===== src/chd_pkg.sv =====
// Shared types and constants for the canonical Huffman decoder.
package chd_pkg;

    localparam int COUNT_DEPTH = 16;
    localparam int COUNT_IDX_W = 4;

    typedef logic [8:0] t_count;

    typedef enum logic [1:0] {
        MODE_COUNT  = 2'd0,
        MODE_SYMBOL = 2'd1,
        MODE_DATA   = 2'd2,
        MODE_END    = 2'd3
    } t_mode;

    typedef struct packed {
        logic        result;
        logic        err;
        logic [8:0]  slot;
        logic [15:0] partial;
        logic [15:0] first;
        logic [8:0]  base;
        logic [3:0]  bit_len;
    } t_step;

endpackage


===== src/chd_step.sv =====
// One-bit canonical decode step: length test, slot arithmetic and next state.
module chd_step #(
    parameter int MAX_CODE_LEN = 15,
    parameter int NUM_SYMBOLS  = 256
) (
    input  logic           i_bit,
    input  logic [15:0]    i_partial,
    input  logic [15:0]    i_first,
    input  logic [8:0]     i_base,
    input  logic [3:0]     i_bit_len,
    input  chd_pkg::t_count i_counts [chd_pkg::COUNT_DEPTH],
    output chd_pkg::t_step o_step
);
    import chd_pkg::*;

    localparam logic [4:0] MAX_LEN = 5'(MAX_CODE_LEN);
    localparam logic [8:0] NUM_SYM = 9'(NUM_SYMBOLS);

    logic [4:0]  len;
    logic [15:0] code;
    t_count      count;
    logic [16:0] limit;
    logic        match;
    logic [8:0]  slot;
    logic [8:0]  base_next;

    always_comb begin
        len       = {1'b0, i_bit_len} + 5'd1;
        code      = {i_partial[14:0], i_bit};
        count     = i_counts[len[COUNT_IDX_W-1:0]];
        limit     = {1'b0, i_first} + {8'd0, count};
        match     = {1'b0, code} < limit;
        slot      = i_base + code[8:0] - i_first[8:0];
        base_next = i_base + count;

        o_step.result  = match || (len >= MAX_LEN);
        o_step.err     = match ? (slot >= NUM_SYM) : 1'b1;
        o_step.slot    = slot;
        o_step.partial = code;
        o_step.first   = {limit[14:0], 1'b0};
        o_step.base    = base_next;
        o_step.bit_len = len[3:0];
    end

endmodule


===== src/chd_symtab.sv =====
// Symbol table in canonical order: one write port, one registered read port.
module chd_symtab #(
    parameter int NUM_SYMBOLS = 256
) (
    input  logic                           i_clk,
    input  logic                           i_wr_en,
    input  logic [$clog2(NUM_SYMBOLS)-1:0] i_wr_addr,
    input  logic [7:0]                     i_wr_data,
    input  logic                           i_rd_en,
    input  logic [$clog2(NUM_SYMBOLS)-1:0] i_rd_addr,
    output logic [7:0]                     o_rd_data
);
    logic [7:0] r_mem [NUM_SYMBOLS];
    logic [7:0] r_rd_data;

    always_ff @(posedge i_clk) begin
        if (i_wr_en) begin
            r_mem[i_wr_addr] <= i_wr_data;
        end
        if (i_rd_en) begin
            r_rd_data <= r_mem[i_rd_addr];
        end
    end

    assign o_rd_data = r_rd_data;

endmodule


===== src/canonical_huffman_decoder.sv =====
// Canonical Huffman decoder top level: table loading, bit sequencer and result register.
//
//  channel  | handshake          | payload
//  ---------+--------------------+-------------------------------------------------
//  input    | i_valid / o_stall  | i_mode, i_table_index, i_table_value,
//           |                    | i_data_byte, i_valid_bits
//  output   | o_valid / i_stall  | o_symbol, o_code_error, o_last
//
//  Table loads and end of block complete in their accepting cycle. A compressed byte is
//  worked from its acceptance to the next: the accepting cycle, one bit per cycle on the
//  single step unit, plus a closing step; valid_bits above eight counts as eight.
//  A decoded symbol is held back until the next one is found or the byte ends, so
//  last is known; a full result register stalls the bit loop.
//  Synchronous reset clears the count table and decode state; the symbol table
//  has no reset and no clearing pass.
module canonical_huffman_decoder #(
    parameter int MAX_CODE_LEN = 15,
    parameter int NUM_SYMBOLS  = 256
) (
    input  logic       i_clk,
    input  logic       i_rst_n,
    input  logic       i_valid,
    output logic       o_stall,
    input  logic [1:0] i_mode,
    input  logic [7:0] i_table_index,
    input  logic [8:0] i_table_value,
    input  logic [7:0] i_data_byte,
    input  logic [3:0] i_valid_bits,
    output logic       o_valid,
    input  logic       i_stall,
    output logic [7:0] o_symbol,
    output logic       o_code_error,
    output logic       o_last
);
    import chd_pkg::*;

    localparam int         SYM_AW  = $clog2(NUM_SYMBOLS);
    localparam logic [8:0] MAX_LEN = 9'(MAX_CODE_LEN);
    localparam logic [8:0] NUM_SYM = 9'(NUM_SYMBOLS);

    typedef enum logic [1:0] {
        ST_IDLE = 2'b01,
        ST_BIT  = 2'b10
    } t_state;

    t_state      r_state, n_state;
    t_count      r_counts [COUNT_DEPTH];
    logic [15:0] r_partial, n_partial;
    logic [15:0] r_first, n_first;
    logic [8:0]  r_base, n_base;
    logic [3:0]  r_bit_len, n_bit_len;
    logic [7:0]  r_data, n_data;
    logic [3:0]  r_nbits, n_nbits;
    logic        r_pend_valid, n_pend_valid;
    logic        r_pend_err, n_pend_err;
    logic        r_out_valid, n_out_valid;
    logic [7:0]  r_out_symbol, n_out_symbol;
    logic        r_out_err, n_out_err;
    logic        r_out_last, n_out_last;

    t_step       step;
    t_mode       mode;
    logic        in_acc;
    logic        out_free;
    logic        push;
    logic        push_last;
    logic        rd_en;
    logic        wr_en;
    logic [7:0]  mem_q;
    logic [7:0]  pend_symbol;

    assign mode     = t_mode'(i_mode);
    assign o_stall  = (r_state != ST_IDLE);
    assign in_acc   = i_valid && !o_stall;
    assign out_free = !r_out_valid || !i_stall;
    assign wr_en    = in_acc && (mode == MODE_SYMBOL) && ({1'b0, i_table_index} < NUM_SYM);
    assign pend_symbol = r_pend_err ? 8'd0 : mem_q;

    chd_step #(
        .MAX_CODE_LEN(MAX_CODE_LEN),
        .NUM_SYMBOLS (NUM_SYMBOLS)
    ) u_step (
        .i_bit    (r_data[7]),
        .i_partial(r_partial),
        .i_first  (r_first),
        .i_base   (r_base),
        .i_bit_len(r_bit_len),
        .i_counts (r_counts),
        .o_step   (step)
    );

    chd_symtab #(
        .NUM_SYMBOLS(NUM_SYMBOLS)
    ) u_symtab (
        .i_clk    (i_clk),
        .i_wr_en  (wr_en),
        .i_wr_addr(i_table_index[SYM_AW-1:0]),
        .i_wr_data(i_table_value[7:0]),
        .i_rd_en  (rd_en),
        .i_rd_addr(step.slot[SYM_AW-1:0]),
        .o_rd_data(mem_q)
    );

    always_comb begin
        n_state      = r_state;
        n_partial    = r_partial;
        n_first      = r_first;
        n_base       = r_base;
        n_bit_len    = r_bit_len;
        n_data       = r_data;
        n_nbits      = r_nbits;
        n_pend_valid = r_pend_valid;
        n_pend_err   = r_pend_err;
        push         = 1'b0;
        push_last    = 1'b0;
        rd_en        = 1'b0;

        case (r_state)
            ST_IDLE: begin
                if (in_acc) begin
                    case (mode)
                        MODE_DATA: begin
                            n_data  = i_data_byte;
                            n_nbits = (i_valid_bits > 4'd8) ? 4'd8 : i_valid_bits;
                            n_state = ST_BIT;
                        end
                        MODE_END: begin
                            n_partial = '0;
                            n_first   = '0;
                            n_base    = '0;
                            n_bit_len = '0;
                        end
                        default: ;
                    endcase
                end
            end
            ST_BIT: begin
                if (r_nbits == 4'd0) begin
                    if (!r_pend_valid) begin
                        n_state = ST_IDLE;
                    end else if (out_free) begin
                        push         = 1'b1;
                        push_last    = 1'b1;
                        n_pend_valid = 1'b0;
                        n_state      = ST_IDLE;
                    end
                end else if (!(step.result && r_pend_valid) || out_free) begin
                    n_data  = {r_data[6:0], 1'b0};
                    n_nbits = r_nbits - 4'd1;
                    if (step.result) begin
                        push         = r_pend_valid;
                        rd_en        = !step.err;
                        n_pend_valid = 1'b1;
                        n_pend_err   = step.err;
                        n_partial    = '0;
                        n_first      = '0;
                        n_base       = '0;
                        n_bit_len    = '0;
                    end else begin
                        n_partial = step.partial;
                        n_first   = step.first;
                        n_base    = step.base;
                        n_bit_len = step.bit_len;
                    end
                end
            end
            default: n_state = ST_IDLE;
        endcase

        n_out_valid  = r_out_valid && i_stall;
        n_out_symbol = r_out_symbol;
        n_out_err    = r_out_err;
        n_out_last   = r_out_last;
        if (push) begin
            n_out_valid  = 1'b1;
            n_out_symbol = pend_symbol;
            n_out_err    = r_pend_err;
            n_out_last   = push_last;
        end
    end

    always_ff @(posedge i_clk) begin
        if (!i_rst_n) begin
            r_state      <= ST_IDLE;
            r_partial    <= '0;
            r_first      <= '0;
            r_base       <= '0;
            r_bit_len    <= '0;
            r_nbits      <= '0;
            r_pend_valid <= 1'b0;
            r_out_valid  <= 1'b0;
            for (int k = 0; k < COUNT_DEPTH; k++) begin
                r_counts[k] <= '0;
            end
        end else begin
            r_state      <= n_state;
            r_partial    <= n_partial;
            r_first      <= n_first;
            r_base       <= n_base;
            r_bit_len    <= n_bit_len;
            r_nbits      <= n_nbits;
            r_pend_valid <= n_pend_valid;
            r_out_valid  <= n_out_valid;
            if (in_acc && (mode == MODE_COUNT) && (i_table_index != 8'd0)
                    && ({1'b0, i_table_index} <= MAX_LEN)) begin
                r_counts[i_table_index[COUNT_IDX_W-1:0]] <= i_table_value;
            end
        end
    end

    always_ff @(posedge i_clk) begin
        r_data       <= n_data;
        r_pend_err   <= n_pend_err;
        r_out_symbol <= n_out_symbol;
        r_out_err    <= n_out_err;
        r_out_last   <= n_out_last;
    end

    assign o_valid      = r_out_valid;
    assign o_symbol     = r_out_symbol;
    assign o_code_error = r_out_err;
    assign o_last       = r_out_last;

    a_idle_no_pending: assert property (@(posedge i_clk) disable iff (!i_rst_n)
        (r_state == ST_IDLE) |-> !r_pend_valid)
        else $error("symbol still pending while idle");

    a_len_bound: assert property (@(posedge i_clk) disable iff (!i_rst_n)
        {5'd0, r_bit_len} < MAX_LEN)
        else $error("partial code reached maximum length");

    a_err_symbol_zero: assert property (@(posedge i_clk) disable iff (!i_rst_n)
        (o_valid && o_code_error) |-> (o_symbol == 8'd0))
        else $error("error result carries a symbol");

    a_nbits_bound: assert property (@(posedge i_clk) disable iff (!i_rst_n)
        r_nbits <= 4'd8)
        else $error("bit count beyond a byte");

    a_last_ends_item: assert property (@(posedge i_clk) disable iff (!i_rst_n)
        (push && push_last) |=> (r_state == ST_IDLE))
        else $error("last result pushed while byte still in progress");

endmodule

===== config.mk =====
export PLATFORM = sky130hd
export DESIGN_NAME = canonical_huffman_decoder
export DESIGN_NICKNAME = d
export VERILOG_FILES = /design/src/chd_pkg.sv /design/src/chd_step.sv /design/src/chd_symtab.sv /design/src/canonical_huffman_decoder.sv
export SDC_FILE = /design/constraint.sdc
export NUM_CORES = 2
export LEC_CHECK = 0
export BUFFER_PORTS_ARGS = -buffer_cell sky130_fd_sc_hd__buf_2
export CAP_MARGIN = 10
export CORE_MARGIN = 2
export CORE_UTILIZATION = 65
export CTS_BUF_LIST = sky130_fd_sc_hd__clkbuf_2
export DETAILED_ROUTE_END_ITERATION = 7
export HOLD_SLACK_MARGIN = 0.02
export PLACE_DENSITY = 0.81
export SYNTH_ARGS = -nofsm -noshare
export SYNTH_HDL_FRONTEND = slang
export SYNTH_SLANG_ARGS = --single-unit

===== constraint.sdc =====
create_clock -name i_clk -period 8 [get_ports i_clk]
set_input_delay 2.4 -clock i_clk [delete_from_list [all_inputs] [get_ports i_clk]]
set_output_delay 2.4 -clock i_clk [all_outputs]
set_load 0.01 [all_outputs]

* Word level (Yosys, flattened, before mapping)
Memories as Yosys holds them, arrays and structs flattened. A register that Yosys moved wholly into a read port is not among the register bits.
Index checks and enable logic that the tools add are counted.
** Word-level totals
- Register bits after elaboration :: 215
- Bits in latches :: 0
- Memory bits (writable) :: 2048
- Bits in read-only memories :: 0
- Input bits :: 35
- Output and inout bits :: 12
- Logic and storage cells :: 152
- Memories :: 1
** Cells by class
- Add/sub/neg operators :: 6
- $mul :: 0
- Divide/modulo/power cells :: 0
- Magnitude comparators :: 8
- Eq/ne operators :: 13
- Shift operators :: 0
- Mux-type cells :: 64
- Bitwise operators :: 3
- Reduce and logical (&&, ||, !) cells :: 28
** Memories
- u_symtab.r_mem :: depth 256, width 8, rd ports 1, clocked after Yosys merged registers in 1, wr ports 1, RTL line chd_symtab.sv:13 : logic [7:0] r_mem [NUM_SYMBOLS];
** Operators by type and width (number)
- $bwmux 144 :: 1
- $mux 16 :: 5
- $mux 9 :: 8
- $mux 15 :: 3
- $mux 4 :: 10
- $bmux 9 s4 :: 1
- $demux 9 s4 :: 1
- $mux 8 :: 4
- $pmux 16 s2 :: 1
- $pmux 15 s2 :: 1
- $mux 1 :: 19
- $add 9x9->9 :: 2
- $pmux 9 s2 :: 1
- $add 16x9->17 :: 1
- $lt 16x17->1 :: 1
- $pmux 4 s2 :: 2
- $pmux 8 s2 :: 1
- $ge 5x5->1 const B :: 2
- $mux 2 :: 5
- $not 4->5 :: 2
- $reduce_and 5->1 :: 2
- $ge 9x9->1 const B :: 1
- $sub 9x9->9 :: 1
- $le 8x4->1 const B :: 1
- other kinds (22) :: 46

* Longest topological paths before layout
- Depth in word-level cells :: 15
- Gate-level depth with buffers :: 30
- Gate-level depth less buffers :: 21

* Modules after synthesis
From an unflattened synthesis, not the netlist that was laid out.
** Second synthesis, totals
- Cells, all modules :: 4862
- Area total of the unflattened synthesis :: 90718.3 µm²
** By module, submodules not included
- chd_symtab :: times used 1, cells each 3733, area each 79636.4 µm², seq. area each 61739.2 µm²
- canonical_huffman_decoder :: times used 1, cells each 813, area each 7988.9 µm², seq. area each 4514.3 µm²
- chd_step :: times used 1, cells each 316, area each 3093.0 µm², seq. area each 0.0 µm²

* Least setup slack after synthesis
OpenSTA, ideal clock, no wires.
- Path kind :: reg-to-reg
- From :: register r_bit_len[0]
- To :: register r_nbits[2]
- Setup time :: 0.116 ns
- Arrival :: 7.166 ns
- Required time :: 7.884 ns
- Path slack :: 0.718 ns
- Cell stages (with the launch flop) :: 28
- Path buffers :: 6
- Period minus slack after synthesis :: 7.282 ns
- Cells stage by stage :: dfxtp_1 -> buf_2 -> buf_2 -> buf_1 -> inv_1 -> ha_1 -> buf_1 -> buf_1 -> clkbuf_1 -> mux4_2 -> mux4_2 -> ha_1 -> fa_1 -> a21o_1 -> a21oi_1 -> o21ai_0 -> o22a_1 -> nand3_1 -> xor2_1 -> ha_1 -> nand4_1 -> nor2_1 -> a221oi_1 -> a211oi_1 -> a21oi_2 -> o211ai_1 -> and3_1 -> a31o_2
** Between the ends
- Longest elaborated chain between the ends :: 13
- Elaborated cells on any way between the ends :: 14
- Classes of those cells :: add/sub (2); order compare (2); eq/ne (1); mux (3); bitwise (1); reduce/logical (5)
** Ends and longest elaborated chain
- start, declared :: RTL line canonical_huffman_decoder.sv:51 : logic [3:0] r_bit_len, n_bit_len;
- start signal, assigned :: RTL line canonical_huffman_decoder.sv:200 : r_bit_len <= n_bit_len;
- $add 4x1->5 (*) :: RTL line chd_step.sv:28 : len = {1'b0, i_bit_len} + 5'd1;
- $not 4->5 (implied by the code) :: RTL line chd_step.sv:30 : count = i_counts[len[COUNT_IDX_W-1:0]];
- $bmux 9 s4 :: RTL line chd_step.sv:30
- $mux 9 (implied by the code) (2 in a row) :: RTL line chd_step.sv:30
- $add 16x9->17 :: RTL line chd_step.sv:31 : limit = {1'b0, i_first} + {8'd0, count};
- $lt 16x17->1 :: RTL line chd_step.sv:32 : match = {1'b0, code} < limit;
- $logic_or 1x1->1 (*) :: RTL line chd_step.sv:36 : o_step.result = match || (len >= MAX_LEN);
- $logic_and 1x1->1 (*) :: RTL line canonical_huffman_decoder.sv:147 : end else if (!(step.result && r_pend_valid) || out_free) begin
- $logic_not 1->1 (*) :: RTL line canonical_huffman_decoder.sv:147
- $logic_or 1x1->1 (*) :: RTL line canonical_huffman_decoder.sv:147
- $ne 2x2->1 (no source line) (*)
- $reduce_and 5->1 (no source line) (*)
- end signal, assigned :: RTL line canonical_huffman_decoder.sv:201 : r_nbits <= n_nbits;
- end, declared :: RTL line canonical_huffman_decoder.sv:53 : logic [3:0] r_nbits, n_nbits;
Every way passes the cells marked *; elsewhere a longest branch is shown, timed or not. The select of a mux whose other input is x is not followed.
A chain may end at the register's enable or synchronous reset.

* Worst setup path in the final report
- From :: register r_bit_len[1]
- To :: register r_out_symbol[6] (netlist: o_symbol[6]) (enable)
** Between the ends
- Longest elaborated chain between the ends :: 14
- Elaborated cells on any way between the ends :: 16
- Classes of those cells :: add/sub (2); order compare (2); mux (7); bitwise (1); reduce/logical (4)
** Ends and longest elaborated chain
- $add 4x1->5 (*) :: RTL line chd_step.sv:28
- $not 4->5 (implied by the code) :: RTL line chd_step.sv:30
- $bmux 9 s4 :: RTL line chd_step.sv:30
- $mux 9 (implied by the code) (2 in a row) :: RTL line chd_step.sv:30
- $add 16x9->17 :: RTL line chd_step.sv:31
- $lt 16x17->1 :: RTL line chd_step.sv:32
- $logic_or 1x1->1 (*) :: RTL line chd_step.sv:36
- $logic_and 1x1->1 :: RTL line canonical_huffman_decoder.sv:147
- $logic_not 1->1 :: RTL line canonical_huffman_decoder.sv:147
- $logic_or 1x1->1 :: RTL line canonical_huffman_decoder.sv:147
- $mux 1 (*) :: RTL line canonical_huffman_decoder.sv:147
- $mux 1 (*) :: RTL line canonical_huffman_decoder.sv:138 : if (r_nbits == 4'd0) begin
- $mux 1 (*) :: RTL line canonical_huffman_decoder.sv:118 : case (r_state)
- named net push :: RTL line canonical_huffman_decoder.sv:65 : logic push;
- end signal, assigned :: RTL line canonical_huffman_decoder.sv:214 : r_out_symbol <= n_out_symbol;
- end, declared :: RTL line canonical_huffman_decoder.sv:57 : logic [7:0] r_out_symbol, n_out_symbol;
The timed path passes the listed nets; every way through them passes the cells marked *. The select of a mux whose other input is x is not followed.

==> results.ini <==
[run_status]
status=complete, but fails checks
violations=slew limit

[die]
die_x_um=377
initial_core_util_pct=65.7
core_area_mm2=0.138
die_height_um=377
io_pins=47
rows=136
die_area_mm2=0.142

[critical_path]
cp-end-kind=flip-flop
worstRegToRegCells=19
cp_max_fo=29
worstSetupPathType=flip-flop to flip-flop
critPathLaunchType=flip-flop
arrival_ns=8.16
worst_ep_required_time_ns=9.34
r2r_setup_slack_ns=1.17

[synth]
synthesis.nets=4874
yosysSeqAreaShare_pct=73.3
synth_most_common_cell=edfxtp_1
synth_edf_count=2075
syn_avg_cell_area_um2=18.9
synth_area_leaders=edfxtp_1 69%, mux4_2 16%, dfxtp_1 4.3%
synth_warnings=0
syn_inst=4788
yosys.area.top_type=edfxtp_1
synth.top_cells.by_count=2,075 x edfxtp_1, 641 x mux4_2, 546 x nand2_1
synth_seq_cells=2270
synth-async-reset-ratio_pct=0
syn_area_mm2=0.0904
synth_top_cell_area_share_pct=68.9
synthFlopType=edfxtp_1
ys_types=65

[global_routing]
first_global_vias=49400
grt_max_degree=230
antenna_found_initial=11
grt_use_total_pct=30.7
grt_pass1_wl_mm=316
grt_overflow_total=0

[cts]
root_buffer=clkbuf_2
cts.sinks=2270
clockBufferDepth=4
post_cts_resized=0
hold_buffers=0
post_cts_buffers=0
h-tree-depth=6
clkLatencyLatePin_ns=1.77
cts_tree=done
cts_buffers=559
clk_pin_slew_ns=0.10

[placed_design]
dp.cells=6413
dpl.hpwl_mm=123
place_ws_ns=1.27
globalplace.congestion=0.835
io_buffers=46

[detailed_routing]
vias=48900
wire_per_inst_um=29.2
drtPass1Iterations=6
drc_errors=0
drtIter0Drc=6528
drt-total-wl_mm=214
final_antenna_net_count=0
via_per_inst=6.67

[layout]
final_cells=7333
nNetsFinal=5267
syn_to_final_growth_pct=7.81
utilization_pct=70.8
drive_above_1_share_pct=29.5

[sta]
finalSetupViolCount=0
fin_crit_ns=6.83
period_share_pct=85.3
tightest_slew_ns=1.54
fmax_mhz=146
finalClockSkew_ns=0.122
hold_viol_final=0
rsz0062_at_grt=no
layout_setup_ws_ns=1.17
max_slew_margin_pct=-2.75
slew_viol_final=55
tns_ns=0

[pwr]
power_density_mw_per_mm2=214
p_leak_nw=32.1
vdd_ir_drop_max_mv=0.175

[hold_path]
worstHoldPathCells=1
hold_class=flip-flop to flip-flop

[run]
maxCapViolCount=0

-- kinds of logic after synthesis --
| family | synth area share, % |
|---|---|
| DFF | 73.3 |
| and+or+nand+nor | 5.11 |
| muxes | 16.3 |
| AOI/OAI and AO/OA | 2.83 |
| buffers and inverters | 1.44 |
| adders and majority gates | 0.781 |
| xor gates and xnor gates | 0.318 |
-- metrics by stage --
stage / total power [mW] / cell area [um2] / hold WS (ns)
final: 20.8 / 97400 / 0.466
after CTS: 20.9 / 97400 / 0.466
after global routing: 21.5 / 97400 / 0.496
after global placement: 13.7 / 92700 / 0.439
after floorplan: 13.4 / 90400 / 0.424
after detailed placement: 13.7 / 92700 / 0.441
-- worst paths after layout --
kind	to	startpoint
max reg2reg	o_symbol[6]	r_bit_len[1]
min	r_counts[136]	r_counts[136]
max	o_symbol[6]	r_bit_len[1]
min reg2reg	r_counts[136]	r_counts[136]
-- power by group --
group / total [mW] / switching, mW / internal (mW)
Sequential: 12.9 / 0.00240 / 12.9
Combinational: 0.498 / 0.362 / 0.136
Clock: 7.40 / 4.40 / 3.00
Total: 20.8 / 4.77 / 16.1
-- metal layers --
metal | vias to the layer above | global-route usage (%) | part of all wire, %
met5 | - | 0 | 0.029
met4 | 10 | 12.4 | 3.4
met3 | 480 | 8.69 | 12
met2 | 3280 | 47.2 | 48
met1 | 25000 | 42.3 | 37
li1 | 20200 | - | -
-- cells in the final DEF, fill, tap and decap left out, drive strengths merged, types with 21 or more instances in the layout --
cell | synthesis | routed
mux4 | 641 | 641
edfxtp | 2075 | 2075
nor2 | 311 | 311
nand3 | 32 | 32
or3 | 21 | 21
clkbuf | 179 | 777
ha | 42 | 42
nand2 | 546 | 546
inv | 37 | 53
a21oi | 29 | 29
buf | 106 | 116
clkinv | 0 | 98
a21boi | 160 | 160
a31oi | 46 | 46
and3 | 52 | 52
nor2b | 38 | 38
dfxtp | 195 | 195
a22oi | 24 | 24
mux2i | 26 | 26
-- registers in the layout, summed over array words and instances, names as in the netlist, 2 cells and up --
name,count
o_symbol,8
r_bit_len,4
u_symtab.o_rd_data,8
r_data,8
r_first,15
r_state,2
r_partial,15
r_nbits,4
r_counts,144
u_symtab.r_mem,2048
r_base,9
-- final cells by class --
| class | instances | area, um2 |
|---|---|---|
| sequential | 2270 | 66200 |
| fill | 8250 | 40200 |
| multi-input combinational | 2196 | 23000 |
| clock buffer | 776 | 3880 |
| tap | 1794 | 2240 |
| timing repair buffer | 117 | 1040 |
| clock inverter | 129 | 852 |
| inverter | 37 | 139 |
| antenna | 14 | 35.0 |
-- critical path, stage by stage (launching register included) --
cell and delay (ns):
dfxtp_1 0.38, ha_1 0.57, buf_4 0.47, mux4_2 0.38, mux4_2 0.54, ha_1 0.26
fa_1 0.44, a21o_1 0.18, a21oi_1 0.20, o21ai_0 0.17, o22a_1 0.30, nand3_1 0.12
xor2_1 0.08, ha_1 0.31, nand4_1 0.17, nor4_1 0.45, a21boi_0 0.38, nor2_1 0.11
nor3_1 0.57, a21oi_2 0.40
Note: power is estimated with default switching activity, not from simulation.
